`src/rtl/core/i2c_mbr_pkg.sv`:
```
// Package: item types, phase codes and register indexes for the I2C byte read unit.
package i2c_mbr_pkg;

  typedef struct packed {
    logic start_request;
    logic sda_in;
  } in_item_t;

  typedef struct packed {
    logic       scl_out;
    logic       sda_out;
    logic       busy_res;
    logic       done_res;
    logic       ack_received;
    logic [7:0] read_byte;
  } out_item_t;

  typedef enum logic [12:0] {
    PH_IDLE = 13'b0000000000001,
    PH_ST0  = 13'b0000000000010,
    PH_ST1  = 13'b0000000000100,
    PH_ST2  = 13'b0000000001000,
    PH_WHI  = 13'b0000000010000,
    PH_WLO  = 13'b0000000100000,
    PH_ACK  = 13'b0000001000000,
    PH_RHI  = 13'b0000010000000,
    PH_RLO  = 13'b0000100000000,
    PH_NHI  = 13'b0001000000000,
    PH_NLO  = 13'b0010000000000,
    PH_SP0  = 13'b0100000000000,
    PH_SP1  = 13'b1000000000000
  } phase_e;

  localparam int unsigned CfgIdxWidth  = 1;
  localparam int unsigned CfgDataWidth = 16;

  localparam logic [CfgIdxWidth-1:0] CFG_SLAVE_ADDRESS  = 1'b0;
  localparam logic [CfgIdxWidth-1:0] CFG_HALF_BIT_TICKS = 1'b1;

  localparam logic [6:0]  SLAVE_ADDRESS_RST  = 7'd80;
  localparam logic [15:0] HALF_BIT_TICKS_RST = 16'd1000;

endpackage

```
`src/rtl/core/i2c_master_byte_read_unit.sv`:
```
// Top level: I2C master that runs one single-byte read transaction, one tick per item.
//
// Each input item is one tick of the bus timer and yields exactly one result item that
// carries the SCL/SDA drive for that tick, busy, a one-tick done pulse, the address
// acknowledge flag and the last byte read. Items are taken one per cycle unless stalled: the
// phase sequencer and its delay counter update in the cycle an item is accepted, and the result
// lands in an output register that the next item may replace in the same cycle it is taken.
// Every line setting lasts half_bit_ticks items (zero counts as one, the value is capped at
// 2**WAIT_WIDTH). slave_address is captured at the start of the address phase;
// half_bit_ticks acts at once. Lines are open drain: 1 means released.
module i2c_master_byte_read_unit #(
  parameter int unsigned WAIT_WIDTH = 16
) (
  input  logic                                clk_i,
  input  logic                                rst_ni,
  input  logic                                in_valid_i,
  output logic                                in_stall_o,
  input  i2c_mbr_pkg::in_item_t               in_item_i,
  output logic                                out_valid_o,
  input  logic                                out_stall_i,
  output i2c_mbr_pkg::out_item_t              out_item_o,
  input  logic                                cfg_we_i,
  input  logic [i2c_mbr_pkg::CfgIdxWidth-1:0] cfg_idx_i,
  input  logic [i2c_mbr_pkg::CfgDataWidth-1:0] cfg_data_i
);
  import i2c_mbr_pkg::*;

  localparam int unsigned CntWidth = ((WAIT_WIDTH > 16) ? WAIT_WIDTH : 16) + 1;
  localparam logic [CntWidth-1:0] DelayCap = {{(CntWidth-1){1'b0}}, 1'b1} << WAIT_WIDTH;

  logic [6:0]            slave_address_q;
  logic [15:0]           half_bit_ticks_q;
  phase_e                phase_q, phase_d;
  logic [2:0]            bit_index_q, bit_index_d;
  logic [WAIT_WIDTH-1:0] wait_count_q, wait_count_d;
  logic [7:0]            shift_byte_q, shift_byte_d;
  logic                  ack_flag_q, ack_flag_d;
  logic [7:0]            held_byte_q, held_byte_d;
  logic                  out_valid_q;
  out_item_t             out_item_q, out_item_d;

  logic                  in_accept;
  logic [CntWidth-1:0]   delay_ticks;
  logic [CntWidth-1:0]   count_inc;
  logic                  last_tick;
  logic                  busy;

  assign in_stall_o  = out_valid_q & out_stall_i;
  assign in_accept   = in_valid_i & ~in_stall_o;
  assign out_valid_o = out_valid_q;
  assign out_item_o  = out_item_q;

  // configuration
  always_ff @(posedge clk_i or negedge rst_ni) begin
    if (!rst_ni) begin
      slave_address_q  <= SLAVE_ADDRESS_RST;
      half_bit_ticks_q <= HALF_BIT_TICKS_RST;
    end else if (cfg_we_i) begin
      case (cfg_idx_i)
        CFG_SLAVE_ADDRESS:  slave_address_q  <= cfg_data_i[6:0];
        CFG_HALF_BIT_TICKS: half_bit_ticks_q <= cfg_data_i[15:0];
        default: ;
      endcase
    end
  end

  // delay length and end-of-phase detect
  always_comb begin
    delay_ticks = CntWidth'(half_bit_ticks_q);
    if (half_bit_ticks_q == 16'd0) begin
      delay_ticks = {{(CntWidth-1){1'b0}}, 1'b1};
    end else if (delay_ticks > DelayCap) begin
      delay_ticks = DelayCap;
    end
    count_inc = CntWidth'(wait_count_q) + {{(CntWidth-1){1'b0}}, 1'b1};
    last_tick = (count_inc >= delay_ticks);
  end

  always_comb begin
    phase_d      = phase_q;
    bit_index_d  = bit_index_q;
    wait_count_d = wait_count_q;
    shift_byte_d = shift_byte_q;
    ack_flag_d   = ack_flag_q;
    held_byte_d  = held_byte_q;
    out_item_d   = '0;
    out_item_d.scl_out = 1'b1;
    out_item_d.sda_out = 1'b1;
    busy = 1'b1;

    case (phase_q)
      PH_ST0: ;
      PH_ST1: out_item_d.sda_out = 1'b0;
      PH_ST2: begin
        out_item_d.sda_out = 1'b0;
        out_item_d.scl_out = 1'b0;
      end
      PH_WHI: out_item_d.sda_out = shift_byte_q[7];
      PH_WLO: begin
        out_item_d.sda_out = shift_byte_q[7];
        out_item_d.scl_out = 1'b0;
      end
      PH_ACK: ;
      PH_RHI: ;
      PH_RLO: out_item_d.scl_out = 1'b0;
      PH_NHI: ;
      PH_NLO: out_item_d.scl_out = 1'b0;
      PH_SP0: out_item_d.sda_out = 1'b0;
      PH_SP1: ;
      default: busy = 1'b0;
    endcase

    if (!busy) begin
      wait_count_d = '0;
      if (in_item_i.start_request) begin
        phase_d     = PH_ST0;
        ack_flag_d  = 1'b0;
        bit_index_d = 3'd0;
      end else begin
        phase_d = PH_IDLE;
      end
    end else if (!last_tick) begin
      wait_count_d = count_inc[WAIT_WIDTH-1:0];
    end else begin
      wait_count_d = '0;
      case (phase_q)
        PH_ST0: phase_d = PH_ST1;
        PH_ST1: phase_d = PH_ST2;
        PH_ST2: begin
          shift_byte_d = {slave_address_q, 1'b1};
          bit_index_d  = 3'd0;
          phase_d      = PH_WHI;
        end
        PH_WHI: phase_d = PH_WLO;
        PH_WLO: begin
          shift_byte_d = {shift_byte_q[6:0], 1'b0};
          if (bit_index_q == 3'd7) begin
            bit_index_d = 3'd0;
            phase_d     = PH_ACK;
          end else begin
            bit_index_d = bit_index_q + 3'd1;
            phase_d     = PH_WHI;
          end
        end
        PH_ACK: begin
          if (!in_item_i.sda_in) begin
            ack_flag_d   = 1'b1;
            shift_byte_d = 8'd0;
            bit_index_d  = 3'd0;
            phase_d      = PH_RHI;
          end else begin
            ack_flag_d = 1'b0;
            phase_d    = PH_SP0;
          end
        end
        PH_RHI: begin
          shift_byte_d = {shift_byte_q[6:0], in_item_i.sda_in};
          phase_d      = PH_RLO;
        end
        PH_RLO: begin
          if (bit_index_q == 3'd7) begin
            held_byte_d = shift_byte_q;
            bit_index_d = 3'd0;
            phase_d     = PH_NHI;
          end else begin
            bit_index_d = bit_index_q + 3'd1;
            phase_d     = PH_RHI;
          end
        end
        PH_NHI: phase_d = PH_NLO;
        PH_NLO: phase_d = PH_SP0;
        PH_SP0: phase_d = PH_SP1;
        default: begin
          out_item_d.done_res = 1'b1;
          phase_d             = PH_IDLE;
        end
      endcase
    end

    out_item_d.busy_res     = busy;
    out_item_d.ack_received = ack_flag_d;
    out_item_d.read_byte    = held_byte_d;
  end

  always_ff @(posedge clk_i or negedge rst_ni) begin
    if (!rst_ni) begin
      phase_q      <= PH_IDLE;
      bit_index_q  <= 3'd0;
      wait_count_q <= '0;
      shift_byte_q <= 8'd0;
      ack_flag_q   <= 1'b0;
      held_byte_q  <= 8'd0;
    end else if (in_accept) begin
      phase_q      <= phase_d;
      bit_index_q  <= bit_index_d;
      wait_count_q <= wait_count_d;
      shift_byte_q <= shift_byte_d;
      ack_flag_q   <= ack_flag_d;
      held_byte_q  <= held_byte_d;
    end
  end

  // result register
  always_ff @(posedge clk_i or negedge rst_ni) begin
    if (!rst_ni) begin
      out_valid_q <= 1'b0;
    end else if (in_accept) begin
      out_valid_q <= 1'b1;
    end else if (!out_stall_i) begin
      out_valid_q <= 1'b0;
    end
  end

  always_ff @(posedge clk_i) begin
    if (in_accept) begin
      out_item_q <= out_item_d;
    end
  end

endmodule
```
`config.mk`:
```
export PLATFORM = sky130hd
export DESIGN_NAME = i2c_master_byte_read_unit
export DESIGN_NICKNAME = d
export VERILOG_FILES = /design/src/rtl/core/i2c_mbr_pkg.sv /design/src/rtl/core/i2c_master_byte_read_unit.sv
export SDC_FILE = /design/constraint.sdc
export NUM_CORES = 1
export LEC_CHECK = 0
export BUFFER_PORTS_ARGS = -buffer_cell sky130_fd_sc_hd__buf_2
export CAP_MARGIN = 40
export CORE_MARGIN = 8
export CORE_UTILIZATION = 30
export DETAILED_ROUTE_END_ITERATION = 12
export GPL_TIMING_DRIVEN = 0
export PLACE_DENSITY = 0.51
export SLEW_MARGIN = 20
export SYNTH_ARGS = -nofsm -noshare
export SYNTH_HDL_FRONTEND = slang
export SYNTH_SLANG_ARGS = --single-unit
```
`constraint.sdc`:
```
create_clock -name clk_i -period 3.1 [get_ports clk_i]
set_input_delay 0.155 -clock clk_i [delete_from_list [all_inputs] [get_ports clk_i]]
set_output_delay 0.155 -clock clk_i [all_outputs]
set_load 0.005 [all_outputs]
```
# Word level (Yosys, flattened, before mapping)
# Cells that the tools add are included.
[classes]
n_mux = 34
add_sub_neg = 2
n_reduce_logical = 15
magnitude_cmp = 2
bitwise_logic = 4
n_eq_ne = 18
[op_table]
columns = ["op", "count"]
rows = [
  ["one-hot mux 13 bit (11 select lines)", 1],
  ["2-to-1 mux 8 bit", 5],
  ["2-to-1 mux 17 bit", 2],
  ["2-to-1 mux 16 bit", 2],
  ["one-hot mux 8 bit (4 select lines)", 1],
  ["2-to-1 mux 13 bit", 2],
  ["adder 16 x 1 -> 17 bit (second input constant)", 1],
  [">= comparator 17 bit", 1],
  ["greater-than comparator 16 x 17 -> 1 bit (second input constant)", 1],
  ["zero test 16 bit", 1],
  ["2-to-1 mux 3 bit", 5],
  ["== test 13 x 10 -> 1 bit (second input constant)", 1],
  ["== test 13 x 11 -> 1 bit (second input constant)", 1],
  ["== test 13 x 12 -> 1 bit (second input constant)", 1],
  ["== test 13 bit (second input constant)", 1],
  ["== test 13 x 2 -> 1 bit (second input constant)", 1],
  ["== test 13 x 3 -> 1 bit (second input constant)", 1],
  ["== test 13 x 4 -> 1 bit (second input constant)", 1],
  ["== test 13 x 5 -> 1 bit (second input constant)", 1],
  ["== test 13 x 6 -> 1 bit (second input constant)", 1],
  ["== test 13 x 7 -> 1 bit (second input constant)", 1],
  ["== test 13 x 8 -> 1 bit (second input constant)", 1],
  ["== test 13 x 9 -> 1 bit (second input constant)", 1],
  ["2-to-1 mux 12 bit", 1],
  ["23 further kinds", 40],
]
[totals]
input_bits = 24
wordCells = 90
register_bits = 86

# Longest topological paths before layout
# Gate-level depths: netlist of the first run.
[logic_depth]
word_depth = 6
depth_mapped = 14
depth_no_buf = 13

# Least setup slack after synthesis of the first run
# Ideal clock, no wire load.
[synth_timing]
path_kind = "reg-to-reg"
start = "register wait_count_q[0]"
end = "register out_item_q, in the netlist out_item_o[0], data pin"
setup_slack_ns = -0.374
setup_ns = 0.260
arrival_ns = 3.215
required_ns = 2.840
path_stages_with_launch = 13
cell_sequence = "dfrtp_1 ha_1 nand3_1 nor3_1 nand3_1 xnor2_1 ha_1 nand4_1 a211o_1 o21ai_0 o22ai_4 nor3_4 mux2_2"
[synth_between]
elab_chain_len = 4
[synth_lines]
columns = ["element", "line", "source"]
rows = [
  ["from (decl)", "i2c_master_byte_read_unit.sv:35", "logic [WAIT_WIDTH-1:0] wait_count_q, wait_count_d;"],
  ["from (signal assigned)", "i2c_master_byte_read_unit.sv:196", "wait_count_q <= wait_count_d;"],
  ["adder 16 x 1 -> 17 bit", "i2c_master_byte_read_unit.sv:75", "count_inc = CntWidth'(wait_count_q) + {{(CntWidth-1){1'b0}}, 1'b1};"],
  [">= comparator 17 bit", "i2c_master_byte_read_unit.sv:76", "last_tick = (count_inc >= delay_ticks);"],
  ["2-to-1 mux 8 bit", "i2c_master_byte_read_unit.sv:122", "end else if (!last_tick) begin"],
  ["2-to-1 mux 8 bit", "i2c_master_byte_read_unit.sv:113", "if (!busy) begin"],
  ["net held_byte_d[0]", "i2c_master_byte_read_unit.sv:38", "logic [7:0] held_byte_q, held_byte_d;"],
  ["to (signal assigned)", "i2c_master_byte_read_unit.sv:216", "out_item_q <= out_item_d;"],
  ["to (decl)", "i2c_master_byte_read_unit.sv:40", "out_item_t out_item_q, out_item_d;"],
]
# The timed path passes the listed nets, and every way through them passes these cells.
# A chain may end at the register's enable or synchronous reset.

# Worst setup path after layout of the first run
[layout_timing]
start = "register wait_count_q[1]"
end = "register out_item_q, in the netlist out_item_o[3], data pin"
# The elaborated chain is that of the path after synthesis.

==> results of run 1 <==
through the flow:
step,cells,instance area [sq um]
floorplan,441,4730
global placement,690,5184
detailed placement,691,5215
CTS,732,5897
global route,742,6136
finish,742,6136
per-layer routing:
| metal | up-vias | share of wire [%] | global-route usage, % |
|---|---|---|---|
| met3 | 14 | 3.8 | 2.194 |
| met2 | 60 | 47 | 19.11 |
| met1 | 1761 | 48 | 15.75 |
| li1 | 1754 | - | - |
| met4 | 0 | 1.8 | 5.260 |
| met5 | - | 0 | 0 |
area by class of cell:
cell class / instances / area (sq um)
Buffer: 19 / 97.59
Fill cell: 1479 / 9123
Tap cell: 211 / 264.0
Clock inverter: 6 / 46.29
Timing Repair Buffer: 75 / 540.5
Multi-Input combinational cell: 302 / 2601
Sequential cell: 86 / 2233
Clock buffer: 10 / 229.0
Inverter: 33 / 123.9
power by group:
group | switching [mW] | internal [mW] | total, mW
clock | 0.475 | 0.551 | 1.03
combinational | 0.407 | 0.351 | 0.758
sequential | 0.0888 | 1.27 | 1.36
total | 0.970 | 2.17 | 3.14
flip-flops by register name, indices dropped and copies added (netlist names):
name	count
half_bit_ticks_q	16
wait_count_q	16
out_item_o	13
phase_q	13
held_byte_q	8
shift_byte_q	8
slave_address_q	7
bit_index_q	3
ack_flag_q	1
out_valid_o	1
cell usage after synthesis, types with 4 or more instances:
library cell  number  area [sq um]
nor3_1            12         60.06
xnor2_1           12         105.1
mux2i_1            9         90.09
ha_1              19         237.7
o21ai_0           13         65.06
a21oi_1           10         50.05
mux2_2            44         495.5
clkbuf_1          17         63.81
and2_1             4         25.02
dfrtp_1           64          1602
or4_1              4         30.03
xor2_1             8         70.07
and3_1             8         50.05
edfxtp_1          13         390.4
nor2_1            22         82.58
nor4_1             9         56.30
nand2_1           47         176.4
a31oi_1            5         31.28
dfstp_2            9         236.5
a21o_1             4         30.03
nand4_1            5         31.28
nand3_1            8         40.04
o21a_1             4         30.03
inv_1             33         123.9
a41o_1             4         40.04
nand2b_1           4         25.02
how the worst max path moves through the flow:
stage	startpoint	cells after the start	slack, ns	end
finish	wait_count_q[1]$_DFFE_PN0P_	14	-0.17	out_item_o[3]$_DFFE_PP_
global route	wait_count_q[1]$_DFFE_PN0P_	13	-0.34	out_item_o[3]$_DFFE_PP_
CTS	wait_count_q[1]$_DFFE_PN0P_	13	-0.18	out_item_o[0]$_DFFE_PP_
detailed placement	wait_count_q[0]$_DFFE_PN0P_	14	-0.52	phase_q[4]$_DFFE_PN0P_
global placement	wait_count_q[0]$_DFFE_PN0P_	14	-0.53	phase_q[4]$_DFFE_PN0P_
floorplan	wait_count_q[2]$_DFFE_PN0P_	13	-0.03	out_item_o[0]$_DFFE_PP_
logic make-up after synthesis:
kind of cell               Yosys count  share of synthesized area, %
AOI/OAI and AO/OA                   69                         10.98
xor gates and xnor gates            20                         3.723
adders and majority gates           19                         5.053
buffers and inverters               53                         4.495
DFF                                 86                         47.37
muxes                               54                         12.69
and+or+nand+nor                    140                         15.69
timing repair:
action / CTS / global route
gates resized for setup: 47 / 33
setup buffers: 24 / 11
setup endpoints to repair: 51 / 53
pin swaps: 11 / 21
hold buffers: 1 / 0
endpoints found under the hold margin: 20 / 0
==> impl_metrics.toml, run 1 <==
[synth]
syn_area_sq_um = 4705
synth-main-ff-cell = "dfrtp_1"
ys_ff_latch = 86
synth-seq-area-share_pct = 47.37
synth_nets = 484
yosys.cell_types.count = 62
syn_inst = 441
synth-edff-count = 13
syn_area_per_cell_sq_um = 10.67
ys_warn_count = 0
async_flop_share_pct = 84.88

[clocking]
clk_latency_ns = 0.35
cts-root-buf = "clkbuf_16"
cts.clk_slew.worst_paths_ns = 0.06
ctsHtreeMaxLevel = 3
numCtsBuffers = 9
cts_tree = "done"
cts_buffer_depth = 2
clock_sinks = 86

[placed_design]
place_congestion = 0.8167
pre_cts_slack_ns = -0.5160
hpwl_um = 7941
io_buffers = 38

[power_and_ir_drop]
powerDensity_nw_per_um2 = 512.2
leakage_nw = 2.963
peakVddDrop_mv = 0.2811
total_power_mw = 3.143

[setup_path]
r2r-start = "wait_count_q[1]$_DFFE_PN0P_"
critPathArrivalTime_ns = 3.36
slowest_stage = "dfrtp_2"
ff2ff_path_depth = 14
crit_buf_inv = 1
crit_fanout = 8
slowest_delay_ns = 0.41
cp-end-kind = "flip-flop"
startpoint_type = "flip-flop"
ff2ff_setup_slack_ns = -0.17
path_class = "flip-flop to flip-flop"
path_cells = "nand2_2 > nor2_4 > and2_4 > and3_4 > nand2_2 > xnor2_2 > ha_1 > nand4_1 > a211o_1 > o21ai_2 > o22ai_4 > nor3_4 > buf_12 > mux2_4"
critical_path.top_delay_family = "simple AND/OR/NAND/NOR gates"
worstReg2RegEnd = "out_item_o[3]$_DFFE_PP_"
crit_top_cell = "nand2_2"
required_ns = 3.19

[routing]
firstDrtPassIters = 6
num_vias = 3589
wl_per_cell_um = 15.46
drtIter0Drc = 165
final_antenna_net_count = 0
wl_um = 11470
via_per_inst = 4.837
drc = 0

[status]
violations = "negative setup slack"
status = "complete, but fails checks"

[finish]
antenna_cells = 0
fin_nets = 569
final_cell_mix = "60 x dfrtp_1, 41 x nand2_1, 38 x buf_2, 33 x inv_1, 28 x buf_4"
layout_commonest_cell = "dfrtp_1"
drive_above_1_share_pct = 38.04
final_core_util_pct = 40.21
area_growth_pct = 30.43

[timing]
clock-skew-final_ns = 0.008992
max_slew.worst_pin.slew_ns = 0.6957
whs_ns = 0.02111
slew_violations = 0
setup_viol_count_final = 19
fin_crit_ns = 3.270
setup_ws_ns = -0.1696
fin_setup_tns_ns = -2.274
rsz0062_at_grt = "yes"
slew_headroom_pct = 53.26
hold_violations = 0
max_freq_ghz = 0.3058
post-route-period-util_pct = 105.5

[floorplan]
initial_core_util_pct = 30.83
core-area_sq_um = 15260
die_h_um = 141.2
die_area_sq_um = 19940
rows = 45
die_w_um = 141.2
ios = 39

[global_routing]
grt_first_pass_wirelength_um = 19270
antenna_found_initial = 0
grt_pass1_vias = 3787
grt_max_degree = 54
grt.overflow.total = 0
gr-usage-all-layers_pct = 12.05

[worst_hold_path]
hold_end = "out_valid_o$_DFFE_PN0P_"
min_from = "in_valid_i"
hold_path_class = "input port to flip-flop"
holdPathStages = 2

[job]
maxCapViolations = 0
(Power assumes the default switching activity.)
==> run 2, diff against run 1 <==
--- a/config.mk
+++ b/config.mk
@@ -9,9 +9,9 @@
 export CAP_MARGIN = 40
 export CORE_MARGIN = 8
 export CORE_UTILIZATION = 30
+export CTS_BUF_LIST = sky130_fd_sc_hd__clkbuf_4 sky130_fd_sc_hd__clkbuf_8 sky130_fd_sc_hd__clkbuf_16
 export DETAILED_ROUTE_END_ITERATION = 12
 export GPL_TIMING_DRIVEN = 0
-export PLACE_DENSITY = 0.51
 export SLEW_MARGIN = 20
 export SYNTH_ARGS = -nofsm -noshare
 export SYNTH_HDL_FRONTEND = slang
==> run 2 against run 1 <==
Effect of this change:
- the run still ends with negative setup slack left
- non-clock buffer count decreased by 3
- fmax increased by 0.59%
- design area down 0.80%
- highest routed layer unchanged
- clock skew up 0.0042 ns
- die area is the same
- first-iteration DRC count grew 67%
==> impl_metrics.toml, run 2 (synthesis results as in run 1) <==
[floorplan]
core-area_sq_um = 15260
die_area_sq_um = 19940
rows = 45
die_h_um = 141.2
ios = 39
die_w_um = 141.2
initial_core_util_pct = 30.83

[clocking]
cts_buffer_depth = 2
cts_tree = "done"
cts-root-buf = "clkbuf_16"
numCtsBuffers = 9
clk_latency_ns = 0.35
ctsHtreeMaxLevel = 3
cts.clk_slew.worst_paths_ns = 0.06
clock_sinks = 86

[worst_hold_path]
holdPathStages = 2
hold_path_class = "input port to flip-flop"
hold_end = "out_valid_o$_DFFE_PN0P_"
min_from = "in_valid_i"

[power_and_ir_drop]
leakage_nw = 2.930
powerDensity_nw_per_um2 = 532.6
peakVddDrop_mv = 0.3093

[finish]
layout_commonest_cell = "dfrtp_1"
largestRegisters = "half_bit_ticks_q x16, wait_count_q x16"
drive_above_1_share_pct = 35.98
final_core_util_pct = 39.89
fin_nets = 566
multi_input_area_sq_um = 2535
seqCellArea_sq_um = 2232
fill_cells = 1439
area_growth_pct = 29.39
stdcell_area_sq_um = 6087
final_cell_mix = "61 x dfrtp_1, 45 x nand2_1, 38 x buf_2, 33 x inv_1, 27 x mux2_2"

[status]
violations = "negative setup slack"
status = "complete, but fails checks"

[setup_path]
path_class = "flip-flop to flip-flop"
startpoint_type = "flip-flop"
path_cells = "nand2_1 > nor2_2 > and2_4 > and3_4 > nand2_2 > xnor2_2 > ha_1 > nand4_1 > a211o_1 > o21ai_2 > o22ai_4 > buf_6 > nor3_4 > buf_12 > mux2_2"
crit_fanout = 9
r2r-start = "wait_count_q[1]$_DFFE_PN0P_"
ff2ff_path_depth = 15
slowest_stage = "dfrtp_1"
worstReg2RegEnd = "held_byte_q[5]$_DFFE_PN0P_"
ff2ff_setup_slack_ns = -0.15
cp-end-kind = "flip-flop"
required_ns = 3.33
slowest_delay_ns = 0.43
critPathArrivalTime_ns = 3.48

[global_routing]
grt.overflow.total = 0
gr-usage-all-layers_pct = 11.54
grt_pass1_vias = 3629
grt_max_degree = 58
grt_first_pass_wirelength_um = 18490
antenna_found_initial = 0

[placed_design]
placed_area_sq_um = 5215
io_buffers = 38
place_congestion = 0.8706
hpwl_um = 7862

[timing]
clock-skew-final_ns = 0.01318
slew_violations = 0
setup_ws_ns = -0.1505
post-route-period-util_pct = 104.9
rsz0062_at_grt = "yes"
hold_violations = 0
max_freq_ghz = 0.3076
max_slew.worst_pin.slew_ns = 0.6662
fin_crit_ns = 3.250
slew_headroom_pct = 55.24
whs_ns = 0.02163
setup_viol_count_final = 33

[routing]
drc = 0
wl_per_cell_um = 15.32
firstDrtPassIters = 4
num_vias = 3628
drtIter0Drc = 275
via_per_inst = 4.903
final_antenna_net_count = 0
wl_um = 11340

[job]
maxCapViolations = 0
[run 2: what timing repair did]
| item | 4_1_cts | 5_1_grt |
|---|---|---|
| endpoints found under the setup margin | 51 | 56 |
| pin swaps | 8 | 10 |
| hold buffers | 1 | 0 |
| setup buffers | 23 | 10 |
| endpoints found under the hold margin | 16 | 0 |
| gates resized for setup | 25 | 35 |
[run 2: critical path, delay by kind of cell (launching register included)]
kind	cells	cell delay, ns
AO/OA/AOI/OAI	3	0.61
XOR/XNOR	1	0.15
adder cells (fa/ha/maj)	1	0.33
buffers and inverters	2	0.31
flip-flops	1	0.43
multiplexers	1	0.33
AND/OR/NAND/NOR	7	0.96
[run 2: routing by layer]
layer	up-vias	share of wire (%)	track usage (%)
li1	1744	-	-
met1	1796	48	15.29
met2	79	46	17.97
met3	9	4.7	3.174
met4	0	1.2	3.394
met5	-	0	0
[run 2: worst max-delay path by stage]
stage | from | end | slack, ns | depth (start not counted)
3_3_place_gp | wait_count_q[0]$_DFFE_PN0P_ | phase_q[6]$_DFFE_PN0P_ | -0.50 | 14
4_1_cts | wait_count_q[1]$_DFFE_PN0P_ | out_item_o[6]$_DFFE_PP_ | -0.16 | 14
5_1_grt | wait_count_q[1]$_DFFE_PN0P_ | held_byte_q[7]$_DFFE_PN0P_ | -0.29 | 15
6_report | wait_count_q[1]$_DFFE_PN0P_ | held_byte_q[5]$_DFFE_PN0P_ | -0.15 | 15
3_5_place_dp | wait_count_q[0]$_DFFE_PN0P_ | phase_q[11]$_DFFE_PN0P_ | -0.52 | 14
2_1_floorplan | wait_count_q[2]$_DFFE_PN0P_ | out_item_o[0]$_DFFE_PP_ | -0.03 | 13
[run 2: layout make-up]
cell class                      instances  share of cell area (%)
Timing Repair Buffer                   72                   8.510
Antenna cell                            1                 0.04111
Sequential cell                        86                   36.67
Inverter                               33                   2.035
Clock buffer                           10                   4.111
Multi-Input combinational cell        302                   41.64
Buffer                                 19                   1.521
Clock inverter                          6                   1.131
Tap cell                              211                   4.337
[run 2: power breakdown]
| group | switching, mW | total (mW) | internal (mW) |
|---|---|---|---|
| clock network | 0.467 | 1.14 | 0.676 |
| logic | 0.400 | 0.742 | 0.342 |
| registers | 0.0884 | 1.36 | 1.27 |
[run 2: per-stage QoR]
stage                     worst slack (ns)  total power [mW]  setup TNS, ns  std cells
final                              -0.1505             3.242         -2.815        740
after global routing               -0.2878             3.409         -8.013        739
after CTS                          -0.1627             3.220         -3.270        730
after detailed placement           -0.5225             1.988         -17.79        691
after global placement             -0.5036             1.974         -15.98        690
after floorplan                   -0.02776             1.782        -0.2221        441
